### src/rtl/frame_cadence_servo_macros.svh
// ---------------------------------------------------------------------------
// frame_cadence_servo assertion macros
// Shared property shorthands for the cadence servo RTL.
// ---------------------------------------------------------------------------
`ifndef FRAME_CADENCE_SERVO_MACROS_SVH
`define FRAME_CADENCE_SERVO_MACROS_SVH

// Same-cycle implication, sampled on clk, off while arst_n is low
`define FCS_ASSERT_IMPL(label, ante, cons, msg) \
	label: assert property (@(posedge clk) disable iff (!arst_n) (ante) |-> (cons)) \
		else $error(msg);

// Next-cycle implication, sampled on clk, off while arst_n is low
`define FCS_ASSERT_NEXT(label, ante, cons, msg) \
	label: assert property (@(posedge clk) disable iff (!arst_n) (ante) |=> (cons)) \
		else $error(msg);

`endif

### src/rtl/fcs_pkg.sv
// ---------------------------------------------------------------------------
// fcs_pkg
// Widths, register codes, decision codes and controller/datapath bundles
// for the frame cadence servo.
// ---------------------------------------------------------------------------
package fcs_pkg;

	// Register file
	localparam int CFG_IDX_W  = 3;
	localparam int CFG_DATA_W = 24;

	typedef enum logic [CFG_IDX_W-1:0] {
		CFG_BASE_RATIO   = 3'd0,
		CFG_FRAME_PERIOD = 3'd1,
		CFG_SERVO_GAIN   = 3'd2,
		CFG_DEADBAND     = 3'd3,
		CFG_RESEEK_LIMIT = 3'd4,
		CFG_COOLDOWN     = 3'd5
	} cfg_idx_t;

	localparam logic [19:0] RST_BASE_RATIO   = 20'd163840;
	localparam logic [19:0] RST_FRAME_PERIOD = 20'd16667;
	localparam logic [15:0] RST_SERVO_GAIN   = 16'd1311;
	localparam logic [19:0] RST_DEADBAND     = 20'd65536;
	localparam logic [23:0] RST_RESEEK_LIMIT = 24'd500000;
	localparam logic [23:0] RST_COOLDOWN     = 24'd400000;

	// Result codes
	typedef enum logic [2:0] {
		DEC_SHOW   = 3'd0,
		DEC_DROP   = 3'd1,
		DEC_HOLD   = 3'd2,
		DEC_RESEEK = 3'd3,
		DEC_PAUSE  = 3'd4
	} dec_t;

	// Arithmetic constants
	localparam logic [15:0] SPEED_FLOOR = 16'd410;
	localparam logic [7:0]  HOLD_MAX    = 8'd255;
	localparam logic [16:0] Q_MAX       = 17'h10000;

	// Shared divider step counts (one quotient bit per cycle)
	localparam int          DIV_CNT_W        = 5;
	localparam logic [4:0]  DIV_RATIO_STEPS  = 5'd24;
	localparam logic [4:0]  DIV_TRIM_STEPS   = 5'd17;

	// Controller to datapath
	typedef struct packed {
		logic load;
		logic div_ratio;
		logic div_trim;
		logic save_ratio;
		logic save_q;
		logic sat_q;
		logic mul;
		logic commit;
	} cmd_t;

	// Datapath to controller
	typedef struct packed {
		logic reseek;
		logic paused;
		logic div_busy;
		logic trim_need;
		logic trim_ovf;
	} status_t;

endpackage

### src/rtl/fcs_datapath.sv
// ---------------------------------------------------------------------------
// fcs_datapath
// Register file, item registers, shared serial divider, trim multiplier,
// phase accumulator, reseek state and result registers.
// ---------------------------------------------------------------------------
module fcs_datapath (
	input  logic                           clk,
	input  logic                           arst_n,
	input  logic                           cfg_we,
	input  logic [fcs_pkg::CFG_IDX_W-1:0]  cfg_index,
	input  logic [fcs_pkg::CFG_DATA_W-1:0] cfg_data,
	input  logic signed [24:0]             error_us,
	input  logic [15:0]                    speed,
	input  logic [31:0]                    now_us,
	input  logic                           paused,
	input  fcs_pkg::cmd_t                  cmd,
	output fcs_pkg::status_t               status,
	output logic [2:0]                     decision,
	output logic [7:0]                     hold_count
);

	// Configuration registers
	logic [19:0] base_q;
	logic [19:0] fp_q;
	logic [15:0] gain_q;
	logic [19:0] deadband_q;
	logic [23:0] limit_q;
	logic [23:0] cooldown_q;

	// Item registers
	logic [24:0] err_q;
	logic [15:0] speed_q;
	logic [31:0] now_q;
	logic        paused_q;

	// Persistent servo state
	logic [15:0] phase_q;
	logic [31:0] last_q;
	logic        seen_q;

	// Working registers
	logic [39:0] db_prod_q;
	logic [23:0] ratio_q;
	logic [16:0] q_q;
	logic [16:0] trim_mag_q;
	fcs_pkg::dec_t dec_q;
	logic [7:0]  hold_q;

	// Divider registers
	logic [19:0] div_rem_q;
	logic [23:0] div_num_q;
	logic [23:0] div_quo_q;
	logic [19:0] div_dvs_q;
	logic [fcs_pkg::DIV_CNT_W-1:0] div_cnt_q;
	logic        div_busy_q;

	// Combinational terms
	logic [24:0] emag;
	logic [19:0] fp_eff;
	logic [15:0] spd_eff;
	logic        reseek_hit;
	logic [31:0] since;
	logic        cool_hit;
	logic [20:0] div_shift;
	logic [21:0] div_trial;
	logic        div_neg;
	logic [32:0] trim_prod;
	logic [25:0] trim_s;
	logic [25:0] acc_next;
	logic [9:0]  acc_hold;
	logic        acc_drop;

	// Error magnitude and effective operands
	assign emag       = err_q[24] ? (~err_q + 25'd1) : err_q;
	assign fp_eff     = (fp_q == 20'd0) ? 20'd1 : fp_q;
	assign spd_eff    = (speed_q < fcs_pkg::SPEED_FLOOR) ? fcs_pkg::SPEED_FLOOR : speed_q;
	assign reseek_hit = emag > {1'b0, limit_q};
	assign since      = now_q - last_q;
	assign cool_hit   = seen_q && (since < {8'd0, cooldown_q});

	assign status.reseek    = reseek_hit;
	assign status.paused    = paused_q;
	assign status.div_busy  = div_busy_q;
	assign status.trim_need = {emag, 16'd0} > {1'b0, db_prod_q};
	assign status.trim_ovf  = emag >= {4'd0, fp_eff, 1'b0};

	// Divider step: one restoring subtract per cycle
	assign div_shift = {div_rem_q, div_num_q[23]};
	assign div_trial = {1'b0, div_shift} - {2'd0, div_dvs_q};
	assign div_neg   = div_trial[21];

	// Trim product and phase accumulator
	assign trim_prod = q_q * gain_q;
	assign trim_s    = err_q[24] ? (26'd0 - {9'd0, trim_mag_q}) : {9'd0, trim_mag_q};
	assign acc_next  = {10'd0, phase_q} + {2'd0, ratio_q} + trim_s;
	assign acc_hold  = acc_next[25:16];
	assign acc_drop  = acc_next[25] || (acc_hold == 10'd0);

	// Write configuration registers
	always_ff @(posedge clk or negedge arst_n) begin
		if (!arst_n) begin
			base_q     <= fcs_pkg::RST_BASE_RATIO;
			fp_q       <= fcs_pkg::RST_FRAME_PERIOD;
			gain_q     <= fcs_pkg::RST_SERVO_GAIN;
			deadband_q <= fcs_pkg::RST_DEADBAND;
			limit_q    <= fcs_pkg::RST_RESEEK_LIMIT;
			cooldown_q <= fcs_pkg::RST_COOLDOWN;
		end else if (cfg_we) begin
			case (fcs_pkg::cfg_idx_t'(cfg_index))
				fcs_pkg::CFG_BASE_RATIO:   base_q     <= cfg_data[19:0];
				fcs_pkg::CFG_FRAME_PERIOD: fp_q       <= cfg_data[19:0];
				fcs_pkg::CFG_SERVO_GAIN:   gain_q     <= cfg_data[15:0];
				fcs_pkg::CFG_DEADBAND:     deadband_q <= cfg_data[19:0];
				fcs_pkg::CFG_RESEEK_LIMIT: limit_q    <= cfg_data;
				fcs_pkg::CFG_COOLDOWN:     cooldown_q <= cfg_data;
				default: ;
			endcase
		end
	end

	// Capture the item and work values
	always_ff @(posedge clk) begin
		db_prod_q <= deadband_q * fp_eff;
		if (cmd.load) begin
			err_q      <= error_us;
			speed_q    <= speed;
			now_q      <= now_us;
			paused_q   <= paused;
			trim_mag_q <= 17'd0;
		end
		if (cmd.save_ratio)
			ratio_q <= div_quo_q;
		if (cmd.save_q)
			q_q <= (div_quo_q[16:0] > fcs_pkg::Q_MAX) ? fcs_pkg::Q_MAX : div_quo_q[16:0];
		else if (cmd.sat_q)
			q_q <= fcs_pkg::Q_MAX;
		if (cmd.mul)
			trim_mag_q <= trim_prod[32:16];
	end

	// Shared divider: load operands, then shift one bit per cycle
	always_ff @(posedge clk or negedge arst_n) begin
		if (!arst_n) begin
			div_busy_q <= 1'b0;
			div_cnt_q  <= '0;
		end else if (cmd.div_ratio || cmd.div_trim) begin
			div_busy_q <= 1'b1;
			div_cnt_q  <= cmd.div_ratio ? fcs_pkg::DIV_RATIO_STEPS : fcs_pkg::DIV_TRIM_STEPS;
		end else if (div_busy_q) begin
			div_cnt_q <= div_cnt_q - 1'b1;
			if (div_cnt_q == 5'd1)
				div_busy_q <= 1'b0;
		end
	end

	always_ff @(posedge clk) begin
		if (cmd.div_ratio) begin
			div_rem_q <= {8'd0, base_q[19:12]};
			div_num_q <= {base_q[11:0], 12'd0};
			div_dvs_q <= {4'd0, spd_eff};
			div_quo_q <= '0;
		end else if (cmd.div_trim) begin
			div_rem_q <= emag[20:1];
			div_num_q <= {emag[0], 23'd0};
			div_dvs_q <= fp_eff;
			div_quo_q <= '0;
		end else if (div_busy_q) begin
			div_rem_q <= div_neg ? div_shift[19:0] : div_trial[19:0];
			div_num_q <= {div_num_q[22:0], 1'b0};
			div_quo_q <= {div_quo_q[22:0], ~div_neg};
		end
	end

	// Update servo state at commit
	always_ff @(posedge clk or negedge arst_n) begin
		if (!arst_n) begin
			phase_q <= 16'd0;
			last_q  <= 32'd0;
			seen_q  <= 1'b0;
		end else if (cmd.commit) begin
			if (reseek_hit) begin
				if (!cool_hit) begin
					phase_q <= 16'd0;
					last_q  <= now_q;
					seen_q  <= 1'b1;
				end
			end else if (!paused_q) begin
				phase_q <= acc_next[15:0];
			end
		end
	end

	// Load the result word at commit
	always_ff @(posedge clk) begin
		if (cmd.commit) begin
			if (reseek_hit) begin
				dec_q  <= cool_hit ? fcs_pkg::DEC_HOLD : fcs_pkg::DEC_RESEEK;
				hold_q <= cool_hit ? 8'd1 : 8'd0;
			end else if (paused_q) begin
				dec_q  <= fcs_pkg::DEC_PAUSE;
				hold_q <= 8'd1;
			end else if (acc_drop) begin
				dec_q  <= fcs_pkg::DEC_DROP;
				hold_q <= 8'd0;
			end else begin
				dec_q  <= fcs_pkg::DEC_SHOW;
				hold_q <= (acc_hold[9:8] != 2'd0) ? fcs_pkg::HOLD_MAX : acc_hold[7:0];
			end
		end
	end

	assign decision   = dec_q;
	assign hold_count = hold_q;

endmodule

### src/rtl/fcs_ctrl.sv
// ---------------------------------------------------------------------------
// fcs_ctrl
// Sequencer for one item: check; ratio division unless reseek or pause;
// optional trim division or saturation, multiply; commit to output register.
// ---------------------------------------------------------------------------
`include "frame_cadence_servo_macros.svh"

module fcs_ctrl (
	input  logic             clk,
	input  logic             arst_n,
	input  logic             in_valid,
	output logic             in_stall,
	output logic             out_valid,
	input  logic             out_stall,
	input  fcs_pkg::status_t status,
	output fcs_pkg::cmd_t    cmd
);

	typedef enum logic [5:0] {
		ST_IDLE  = 6'b000001,
		ST_CHECK = 6'b000010,
		ST_RATIO = 6'b000100,
		ST_TRIM  = 6'b001000,
		ST_MUL   = 6'b010000,
		ST_DONE  = 6'b100000
	} state_t;

	state_t state_q;
	state_t state_d;
	logic   out_valid_q;
	logic   out_free;

	assign in_stall  = (state_q != ST_IDLE);
	assign out_valid = out_valid_q;
	assign out_free  = !out_valid_q || !out_stall;

	// Next state and commands
	always_comb begin
		state_d = state_q;
		cmd     = '0;
		case (state_q)
			ST_IDLE: begin
				if (in_valid) begin
					cmd.load = 1'b1;
					state_d  = ST_CHECK;
				end
			end
			ST_CHECK: begin
				if (status.reseek || status.paused) begin
					state_d = ST_DONE;
				end else begin
					cmd.div_ratio = 1'b1;
					state_d       = ST_RATIO;
				end
			end
			ST_RATIO: begin
				if (!status.div_busy) begin
					cmd.save_ratio = 1'b1;
					if (!status.trim_need) begin
						state_d = ST_DONE;
					end else if (status.trim_ovf) begin
						cmd.sat_q = 1'b1;
						state_d   = ST_MUL;
					end else begin
						cmd.div_trim = 1'b1;
						state_d      = ST_TRIM;
					end
				end
			end
			ST_TRIM: begin
				if (!status.div_busy) begin
					cmd.save_q = 1'b1;
					state_d    = ST_MUL;
				end
			end
			ST_MUL: begin
				cmd.mul = 1'b1;
				state_d = ST_DONE;
			end
			ST_DONE: begin
				if (out_free) begin
					cmd.commit = 1'b1;
					state_d    = ST_IDLE;
				end
			end
			default: begin
				state_d = ST_IDLE;
			end
		endcase
	end

	// Advance state and track the output word
	always_ff @(posedge clk or negedge arst_n) begin
		if (!arst_n) begin
			state_q     <= ST_IDLE;
			out_valid_q <= 1'b0;
		end else begin
			state_q <= state_d;
			if (cmd.commit)
				out_valid_q <= 1'b1;
			else if (!out_stall)
				out_valid_q <= 1'b0;
		end
	end

	`FCS_ASSERT_IMPL(a_no_overwrite, out_valid && out_stall, !cmd.commit, "word overwritten")
	`FCS_ASSERT_NEXT(a_div_start, cmd.div_ratio || cmd.div_trim, status.div_busy, "divider idle")
	`FCS_ASSERT_NEXT(a_accept_check, in_valid && !in_stall, state_q == ST_CHECK, "check skipped")

endmodule

### src/rtl/frame_cadence_servo.sv
// One source frame per input word; one decision word per input word. An
// item that ends in a reseek, a cooldown hold or a paused show goes straight
// from its check to commit; otherwise it runs the ratio division, then, when
// a trim applies, either saturates or runs a trim division, and multiplies.
// The block takes the next input word only once the current one commits.
// A single shared restoring divider produces one quotient bit per cycle:
// 24 bits for the speed-scaled ratio, 17 for the trim. A finished word waits
// in the output register while the next input word is taken. Configuration
// writes are always ready and must be issued only while no item is in flight.
// ---------------------------------------------------------------------------
// frame_cadence_servo
// Pulldown cadence phase accumulator with drift trim and rate-limited
// reseek requests.
// ---------------------------------------------------------------------------
module frame_cadence_servo (
	input  logic                           clk,
	input  logic                           arst_n,
	input  logic                           cfg_valid,
	output logic                           cfg_ready,
	input  logic [fcs_pkg::CFG_IDX_W-1:0]  cfg_index,
	input  logic [fcs_pkg::CFG_DATA_W-1:0] cfg_data,
	input  logic                           in_valid,
	output logic                           in_stall,
	input  logic signed [24:0]             error_us,
	input  logic [15:0]                    speed,
	input  logic [31:0]                    now_us,
	input  logic                           paused,
	output logic                           out_valid,
	input  logic                           out_stall,
	output logic [2:0]                     decision,
	output logic [7:0]                     hold_count
);

	fcs_pkg::cmd_t    cmd;
	fcs_pkg::status_t status;
	logic             cfg_we;

	// Take register writes in any cycle
	assign cfg_ready = 1'b1;
	assign cfg_we    = cfg_valid && cfg_ready;

	fcs_ctrl u_ctrl (
		.clk       (clk),
		.arst_n    (arst_n),
		.in_valid  (in_valid),
		.in_stall  (in_stall),
		.out_valid (out_valid),
		.out_stall (out_stall),
		.status    (status),
		.cmd       (cmd)
	);

	fcs_datapath u_datapath (
		.clk        (clk),
		.arst_n     (arst_n),
		.cfg_we     (cfg_we),
		.cfg_index  (cfg_index),
		.cfg_data   (cfg_data),
		.error_us   (error_us),
		.speed      (speed),
		.now_us     (now_us),
		.paused     (paused),
		.cmd        (cmd),
		.status     (status),
		.decision   (decision),
		.hold_count (hold_count)
	);

endmodule

### config.mk
export PLATFORM = sky130hd
export DESIGN_NAME = frame_cadence_servo
export DESIGN_NICKNAME = d
export VERILOG_FILES = /design/src/rtl/fcs_pkg.sv /design/src/rtl/fcs_datapath.sv /design/src/rtl/fcs_ctrl.sv /design/src/rtl/frame_cadence_servo.sv
export VERILOG_INCLUDE_DIRS = /design/src /design/src/rtl
export SDC_FILE = /design/constraint.sdc
export NUM_CORES = 2
export LEC_CHECK = 0
export BUFFER_PORTS_ARGS = -buffer_cell sky130_fd_sc_hd__clkbuf_2
export CORE_UTILIZATION = 55
export CTS_CLUSTER_DIAMETER = 50
export DETAILED_ROUTE_END_ITERATION = 7
export PLACE_DENSITY = 0.69
export SETUP_SLACK_MARGIN = 0.3
export SYNTH_ARGS = -nofsm -noshare
export SYNTH_HDL_FRONTEND = slang
export SYNTH_SLANG_ARGS = --single-unit
### constraint.sdc
create_clock -name clk -period 13 [get_ports clk]
set_input_delay 3.9 -clock clk [delete_from_list [all_inputs] [get_ports clk]]
set_output_delay 3.9 -clock clk [all_outputs]
set_load 0.005 [all_outputs]
==> impl_metrics.yaml <==
sta:
  hold_slack_ns: 0.435
  fin_ws_ns: 4.96
  finalHoldViolCount: 0
  finalCriticalPeriod_ns: 8.04
  fin_crit_sh_pct: 61.9
  slew_violations: 0
  tns_ns: 0
  rsz0062_at_grt: "false"
  max_slew.worst_pin.slew_ns: 1.39
  relSlewSlack_pct: 5.06
  max_freq_mhz: 124
  skew_ns: 0.0147
  setup_violations: 0
placement:
  place_congestion: 0.940
  io_buffers: 118
  hpwl_um: 93300
  dp_slack_ns: 5.14
clock_tree:
  cts-root-buf: "clkbuf_16"
  cts_tree: "done"
  clkLatencyLatePin_ns: 0.64
  path_clk_slew_ns: 0.06
  ctsResizeCount: 0
  clk_path_buf_depth: 3
  ctsHoldBuffers: 0
  post_cts_buffers: 0
  numCtsBuffers: 59
  h-tree-depth: 2
  cts_sinks: 445
route:
  wire_per_inst_um: 20.9
  vias_per_cell: 5.72
  drt_first_iter_violations: 2499
  drc: 0
  first_pass_iters: 6
  num_vias: 33300
  drt_wl_total_um: 122000
  final_antenna_net_count: 0
layout:
  layout-drive-gt1-share_pct: 9.76
  fin_nets: 5778
  area_delta_synth_final_pct: 7.95
floorplan:
  die_w_um: 290
  ios: 120
  rows: 105
  start_util_pct: 55.6
  die-height_um: 290
  dieArea_um2: 84000
  core_area_um2: 82000
yosys:
  synth_edf_count: 179
  synth_area_um2: 45600
  yosysTopAreaCell: "fa_1"
  yosys_warnings: 0
  async_flop_share_pct: 41.8
  synth_cell_types: 89
  ys_ff_latch: 445
  yosysMostFrequentCell: "inv_1"
  syn_nets: 5752
  ys_seq_area_share_pct: 25.6
  yosys.area.top_type_share_pct: 23.3
  synth_area_leaders: "fa_1, ha_1, edfxtp_1"
  synthCells: 4676
  ys_top_cells_by_count: "inv_1, fa_1, nand2_1"
  synth.avg_cell_area_um2: 9.75
  synthFlopType: "edfxtp_1"
global_route:
  gr-total-overflow: 0
  first_global_vias: 34000
  grt_max_degree: 68
  antenna_found_initial: 1
  grt_usage_pct: 29.7
  grt_pass1_wl_um: 194000
outcome:
  status: "completed"
critical_path:
  critPathLaunchType: "register"
  endpoint_kind: "register"
  cp_max_fo: 16
  required_ns: 13.35
  cp.arrival_ns: 8.40
  crit_type: "register to register"
worst_hold_path:
  hp-class: "register to register"
flow_run:
  maxCapViolCount: 0
-- final timing paths --
check / start / slack (ns) / cells after the start / endpoint
worst max-delay path: u_datapath.q_q[13] / 4.96 / 22 / u_datapath.trim_mag_q[16]
worst min-delay path: u_datapath.div_quo_q[23] / 0.43 / 0 / u_datapath.ratio_q[23]
worst max register to register: u_datapath.q_q[13] / 4.96 / 22 / u_datapath.trim_mag_q[16]
worst min register to register: u_datapath.div_quo_q[23] / 0.43 / 0 / u_datapath.ratio_q[23]
max in group asynchronous: arst_n / 7.52 / 3 / u_datapath.last_q[3]
min in group asynchronous: arst_n / 3.28 / 1 / u_datapath.phase_q[5]
-- sequential cells by signal (all words and copies together), names as in the netlist, 24 cells and up --
signal / flops
u_datapath.now_q: 32
u_datapath.err_q: 25
u_datapath.ratio_q: 24
u_datapath.cooldown_q: 24
u_datapath.db_prod_q: 40
u_datapath.last_q: 32
u_datapath.div_quo_q: 24
u_datapath.limit_q: 24
-- logic make-up after synthesis --
| kind of cell | synth area share [%] |
|---|---|
| AND/OR/NAND/NOR | 14.6 |
| buffers and inverters | 7.81 |
| multiplexers | 4.12 |
| XOR/XNOR | 3.40 |
| adder cells (fa/ha/maj) | 35.4 |
| AO/OA/AOI/OAI | 9.05 |
| flip-flops | 25.6 |
| other | 0.00823 |
-- metrics by stage --
stage / cell area, um^2 / cells / util (%)
global route: 49200 / 5823 / 60.0
CTS: 49200 / 5823 / 60.0
global placement: 47100 / 5711 / 57.4
finish: 49200 / 5824 / 60.0
detailed placement: 47100 / 5711 / 57.4
floorplan: 45600 / 4676 / -
-- critical path, cell delays in order (launching register included) --
cell	delay (ns)
edfxtp_1	0.90
nand2_1	0.18
fa_1	0.58
inv_1	0.06
fa_1	0.53
inv_1	0.07
fa_1	0.51
inv_1	0.06
fa_1	0.54
inv_1	0.07
fa_1	0.50
inv_1	0.05
fa_1	0.44
ha_1	0.22
nand4b_1	0.24
a2111oi_0	0.75
a21oi_1	0.42
a211oi_1	0.56
o31ai_1	0.25
a221o_1	0.39
a31oi_1	0.21
xnor2_1	0.14
nor2_1	0.07
-- layout make-up --
cell class | instances | area (um^2)
inverters | 747 | 2800
diodes | 1 | 2.50
repair buffers | 153 | 862
fillers | 7002 | 32800
clock inverters | 37 | 479
multi-input cells | 3296 | 30400
flip-flops and latches | 445 | 11700
clock buffers | 75 | 1640
well taps | 1070 | 1340
-- cells in the final DEF, fill, tap and decap left out, types with 17 or more instances in the layout --
| cell type | instances |
|---|---|
| clkbuf_16 | 61 |
| dfxtp_1 | 80 |
| mux2i_1 | 58 |
| nand4_1 | 34 |
| xnor2_1 | 135 |
| clkbuf_2 | 117 |
| and3_1 | 24 |
| dfstp_2 | 30 |
| nor4_1 | 17 |
| mux2_2 | 115 |
| o21ai_0 | 169 |
| fa_1 | 531 |
| o31ai_1 | 18 |
| buf_4 | 35 |
| a21o_1 | 53 |
| a211oi_1 | 36 |
| a21oi_1 | 184 |
| edfxtp_1 | 179 |
| nor2_1 | 146 |
| nor3_1 | 37 |
| xor2_1 | 42 |
| inv_1 | 746 |
| and2_1 | 369 |
| nand3_1 | 41 |
| nand2b_1 | 18 |
| or3_1 | 18 |
| nand2_1 | 520 |
| or2_2 | 21 |
| nor2b_1 | 22 |
| o211ai_1 | 23 |
| o21a_1 | 22 |
| dfrtp_1 | 155 |
| ha_1 | 439 |
| o21bai_1 | 17 |
-- metal layers --
layer | GRT usage [%] | share of wire [%] | wire length (um) | vias up
met1 | 41.7 | 44 | 53200 | 16700
met4 | 9.81 | 3.5 | 4310 | 2
met5 | 0 | 0.0074 | 9 | -
met3 | 5.44 | 7.6 | 9230 | 193
li1 | - | - | - | 15300
met2 | 46.5 | 45 | 54800 | 1128
Power is not shown: default switching activity piles up to over one toggle a cycle in this logic, so the estimate is an artifact.
